$ cat src/sv/wdr_pkg.sv
// ----------------------------------------------------------------------------
// wdr_pkg: shared types and helpers for the windowed difficulty retarget
// Request structs, unit command struct, compact target decode.
// ----------------------------------------------------------------------------
package wdr_pkg;

	localparam int WINDOW  = 24;
	localparam int AVG_W   = 256;
	localparam int FAC_W   = 24;
	localparam int DIV_W   = 22;
	localparam int CARRY_W = FAC_W + 1;

	typedef struct packed {
		logic [31:0] compact_bits;
		logic [31:0] block_time;
		logic [31:0] height;
	} in_req_t;

	typedef struct packed {
		logic [31:0] next_compact;
		logic        hit_limit;
	} out_req_t;

	typedef enum logic [2:0] {
		OP_HOLD = 3'd0,
		OP_LOAD = 3'd1,
		OP_MUL  = 3'd2,
		OP_DIV  = 3'd3,
		OP_SHL  = 3'd4
	} unit_op_t;

	typedef struct packed {
		unit_op_t         op;
		logic             clr;
		logic [AVG_W-1:0] data;
		logic [FAC_W-1:0] factor;
		logic [DIV_W-1:0] divisor;
	} unit_cmd_t;

	function automatic logic [AVG_W-1:0] decode(input logic [31:0] bits);
		logic [7:0]       size;
		logic [7:0]       sh;
		logic [AVG_W-1:0] x;
		size = bits[31:24];
		sh   = size - 8'd3;
		x    = {{(AVG_W-23){1'b0}}, bits[22:0]};
		if (size <= 8'd3) begin
			x = x >> {3'(8'd3 - size), 3'b000};
		end else if (sh < 8'd32) begin
			x = x << {sh[4:0], 3'b000};
		end else begin
			x = '0;
		end
		return x;
	endfunction

endpackage

$ cat src/sv/wdr_unit.sv
// ----------------------------------------------------------------------------
// wdr_unit: shared 256-bit arithmetic unit
// One accumulator worked word-serial for multiply-add, bit-serial for
// division by a narrow divisor, and single-bit left shifts.
// ----------------------------------------------------------------------------
module wdr_unit (
	input  logic                      clk,
	input  logic                      arst_n,
	input  wdr_pkg::unit_cmd_t        cmd,
	output logic [wdr_pkg::AVG_W-1:0] acc
);
	import wdr_pkg::*;

	logic [AVG_W-1:0]   acc_q;
	logic [AVG_W-1:0]   add_q;
	logic [CARRY_W-1:0] carry_q;
	logic [DIV_W-1:0]   rem_q;

	logic [56:0]        prod;
	logic [DIV_W:0]     trial;
	logic               ge;

	assign prod  = 57'(acc_q[31:0]) * 57'(cmd.factor) + 57'(carry_q) + 57'(add_q[31:0]);
	assign trial = {rem_q, acc_q[AVG_W-1]};
	assign ge    = trial >= {1'b0, cmd.divisor};
	assign acc   = acc_q;

	always_ff @(posedge clk or negedge arst_n) begin
		if (!arst_n) begin
			carry_q <= '0;
			rem_q   <= '0;
		end else begin
			unique case (cmd.op)
				OP_MUL: begin
					carry_q <= prod[56:32];
					rem_q   <= '0;
				end
				OP_DIV: begin
					carry_q <= '0;
					rem_q   <= ge ? DIV_W'(trial - {1'b0, cmd.divisor}) : trial[DIV_W-1:0];
				end
				default: begin
				end
			endcase
			if (cmd.clr) begin
				carry_q <= '0;
				rem_q   <= '0;
			end
		end
	end

	always_ff @(posedge clk) begin
		unique case (cmd.op)
			OP_LOAD: acc_q <= cmd.data;
			OP_MUL: begin
				acc_q <= {prod[31:0], acc_q[AVG_W-1:32]};
				add_q <= {32'b0, add_q[AVG_W-1:32]};
			end
			OP_DIV:  acc_q <= {acc_q[AVG_W-2:0], ge};
			OP_SHL:  acc_q <= {acc_q[AVG_W-2:0], 1'b0};
			default: begin
			end
		endcase
		if (cmd.clr) begin
			add_q <= cmd.data;
		end
	end

endmodule

$ cat config.mk
export PLATFORM = sky130hd
export DESIGN_NAME = wdr_unit
export DESIGN_NICKNAME = d
export VERILOG_FILES = /design/src/sv/wdr_pkg.sv /design/src/sv/wdr_unit.sv
export SDC_FILE = /design/constraint.sdc
export NUM_CORES = 2
export LEC_CHECK = 0
export ABC_CLOCK_PERIOD_IN_PS = 10600
export BUFFER_PORTS_ARGS = -buffer_cell sky130_fd_sc_hd__buf_4
export CAP_MARGIN = 10
export CORE_MARGIN = 1.5
export CORE_UTILIZATION = 33
export DETAILED_ROUTE_END_ITERATION = 7
export SETUP_SLACK_MARGIN = 0.3
export SLEW_MARGIN = 15
export SYNTH_ARGS = -nofsm -noshare
export SYNTH_HDL_FRONTEND = slang
export SYNTH_SLANG_ARGS = --single-unit
$ cat constraint.sdc
create_clock -name clk -period 10.6 [get_ports clk]
set_input_delay 0.53 -clock clk [delete_from_list [all_inputs] [get_ports clk]]
set_output_delay 0.53 -clock clk [all_outputs]
set_load 0.005 [all_outputs]
==> metrics.cfg <==
[grt]
grt_max_degree = 159
grt_usage_pct = 25.3
grt_pass1_wl_um = 336000
grt_pass1_vias = 47100
grt_remaining_overflow = 0
antenna_found_initial = 26

[finish]
drive_above_1_share_pct = 16.2
multi_input_area_mm2 = 0.0367
seq_area_mm2 = 0.0166
final_util_pct = 38.0
area_growth_pct = 14.1
fillers = 17400
nNetsFinal = 7162

[clocking]
cts_root_buf = clkbuf_16
clock_path_buffers = 3
cts.repair.resized = 0
cts_sinks = 559
ctsHoldBuffers = 1
postCtsSetupRepairBufs = 0
cts_tree = yes
cts_inserted_buffers = 60
htreeDepth = 2
clk_latency_ns = 0.67
clkTransAtPathRegs_ns = 0.07

[hold_path]
hp-class = in -> reg
holdPathStages = 2

[synthesis]
ys_top_cells_by_count = 830 x inv_1, 715 x fa_1, 573 x nand2_1
synth.largest_area_cell = edfxtp_1
synthesis.nets = 6908
yosys_warnings = 0
ys_types = 67
synth_top_area_share_pct = 26.5
ys_ff_latch = 559
synth.most_common_cell = inv_1
yosysSeqAreaShare_pct = 28.6
syn_area_per_cell_um2 = 10.2
async_reset_ff_share_pct = 8.41
synth.cell_area_mm2 = 0.0580
synthTopCellsByArea = edfxtp_1 27%, fa_1 25%, a22o_1 6.5%
synth-edff-count = 512
yosys_most_used_dff = edfxtp_1
synth_cells = 5658

[worst_setup_path]
cpMaxStageDelayCell = edfxtp_1
max_stage_delay_ns = 1.10
crit_required_ns = 11.12
cpMostUsedCell = fa_1
r2r_cells = 20
cp_cell_sequence = and2_1, fa_1, fa_1, fa_1, fa_1, fa_1, fa_1, inv_1, fa_1, inv_1, ha_1, nand2_1, nor4_1, nand2_1, a211oi_1, nor3b_1, a31oi_1, a31oi_1, xor2_1, o21ai_0
end_kind = flip-flop
arrival_ns = 8.67
crit_fanout = 26
cp-start-kind = flip-flop
worstSetupPathType = reg -> reg

[detailed_routing]
dr_wl_met3_um = 19100
dr_total_vias = 47300
ant_nets = 0
drc = 0
post_drt_via_cell_ratio = 5.69
dr.pass1.iters = 8
wl_met2_um = 107000
wl_per_cell_um = 27.7
drt_iter0_markers = 5317
wl_met1_um = 91700
top_layer = met5
routed_wl_um = 231000

[place]
port_buffers = 563
hpwl_um = 174000
gp_congestion = 0.921

[die]
die-area_mm2 = 0.178
die_y_um = 422
io_pins = 564
start_util_pct = 33.3
rows = 153
design.core.area_mm2 = 0.174
die_x_um = 422

[sta]
worstMarginPinSlew_ns = 1.16
hold_viol = 0
fin_crit_sh_pct = 76.9
slew_headroom_pct = 22.8
finalSetupViolations = 0
tns_ns = 0
min_period_ns = 8.15
skew_ns = 0.0405
drv_slew = 0
max_freq_ghz = 0.123
rsz0062_at_grt = no

[run_status]
outcome = finished clean

[job]
maxCapViolations = 0

## per-layer routing
layer,vias to the layer above,GRT usage (%)
met4,10,13.0
met1,24200,33.6
met5,-,0
met2,2669,40.1
met3,400,3.88
li1,20000,-
## state kept, by name, summed over array words and instances, names as in the netlist
| signal | count |
|---|---|
| acc | 256 |
| rem_q | 22 |
| add_q | 256 |
| carry_q | 25 |
## cell type report
type | instances | share of cell area (%)
Multi-Input combinational cell | 3827 | 55.4
Sequential cell | 559 | 25.0
Timing Repair Buffer | 633 | 7.29
Inverter | 831 | 4.73
Tap cell | 2325 | 4.40
Clock buffer | 75 | 2.40
Clock inverter | 38 | 0.605
Antenna cell | 27 | 0.102
## placed cells by master, fill, tap and decap left out, drive strengths merged, types with 33 or more instances in the layout
master	count
a21o	37
a21oi	98
a221o	217
a22o	433
a22oi	217
and2	350
buf	632
clkbuf	75
dfrtp	47
edfxtp	512
fa	715
ha	227
inv	832
mux2	224
mux2i	33
nand2	573
nor2	293
o21ai	99
o22ai	38
xnor2	38
## path summary, 6_finish.rpt
| kind | slack, ns | from | to |
|---|---|---|---|
| max | 2.45 | acc[8]$_DFFE_PP_ | carry_q[22]$_DFFE_PN0P_ |
| min | 0.18 | cmd[297] | add_q[251]$_SDFFCE_PN0P_ |
| max reg2reg | 2.45 | acc[8]$_DFFE_PP_ | carry_q[22]$_DFFE_PN0P_ |
| min reg2reg | 0.50 | carry_q[6]$_DFFE_PN0P_ | carry_q[6]$_DFFE_PN0P_ |
| max in group asynchronous | 9.57 | arst_n | carry_q[3]$_DFFE_PN0P_ |
| min in group asynchronous | 0.50 | arst_n | rem_q[15]$_DFFE_PN0P_ |
## logic make-up after synthesis
family                     Yosys count  synth area share, %
and+or+nand+nor                   1312                 10.4
buffers and inverters             1272                 8.26
AOI/OAI and AO/OA                 1246                 17.2
adders and majority gates          942                 29.6
DFF                                559                 28.6
muxes                              257                 4.92
xor gates and xnor gates            70                 1.06
## per-stage QoR
step | worst slack, ns | std cells | hold slack [ns] | cell area [um2]
6_report | 2.45 | 8315 | 0.184 | 66100
5_1_grt | 2.13 | 8308 | 0.167 | 66100
4_1_cts | 2.35 | 8288 | 0.154 | 66100
3_5_place_dp | 2.42 | 8174 | 0.487 | 64100
3_3_place_gp | 2.45 | 8174 | 0.484 | 64100
2_1_floorplan | 1.28 | 5658 | 0.234 | 58000
## critical path: cells and delay by family, from the launching register on
| kind | cells | cell delay, ns |
|---|---|---|
| AOI/OAI and AO/OA | 4 | 1.19 |
| xor gates and xnor gates | 1 | 0.20 |
| adders and majority gates | 8 | 4.02 |
| buffers and inverters | 2 | 0.13 |
| DFF | 1 | 1.10 |
| and+or+nand+nor | 5 | 1.34 |
Power is left out: the tool's default activity adds up to more than one toggle a clock period on the data nets, which glitch-free logic cannot reach.
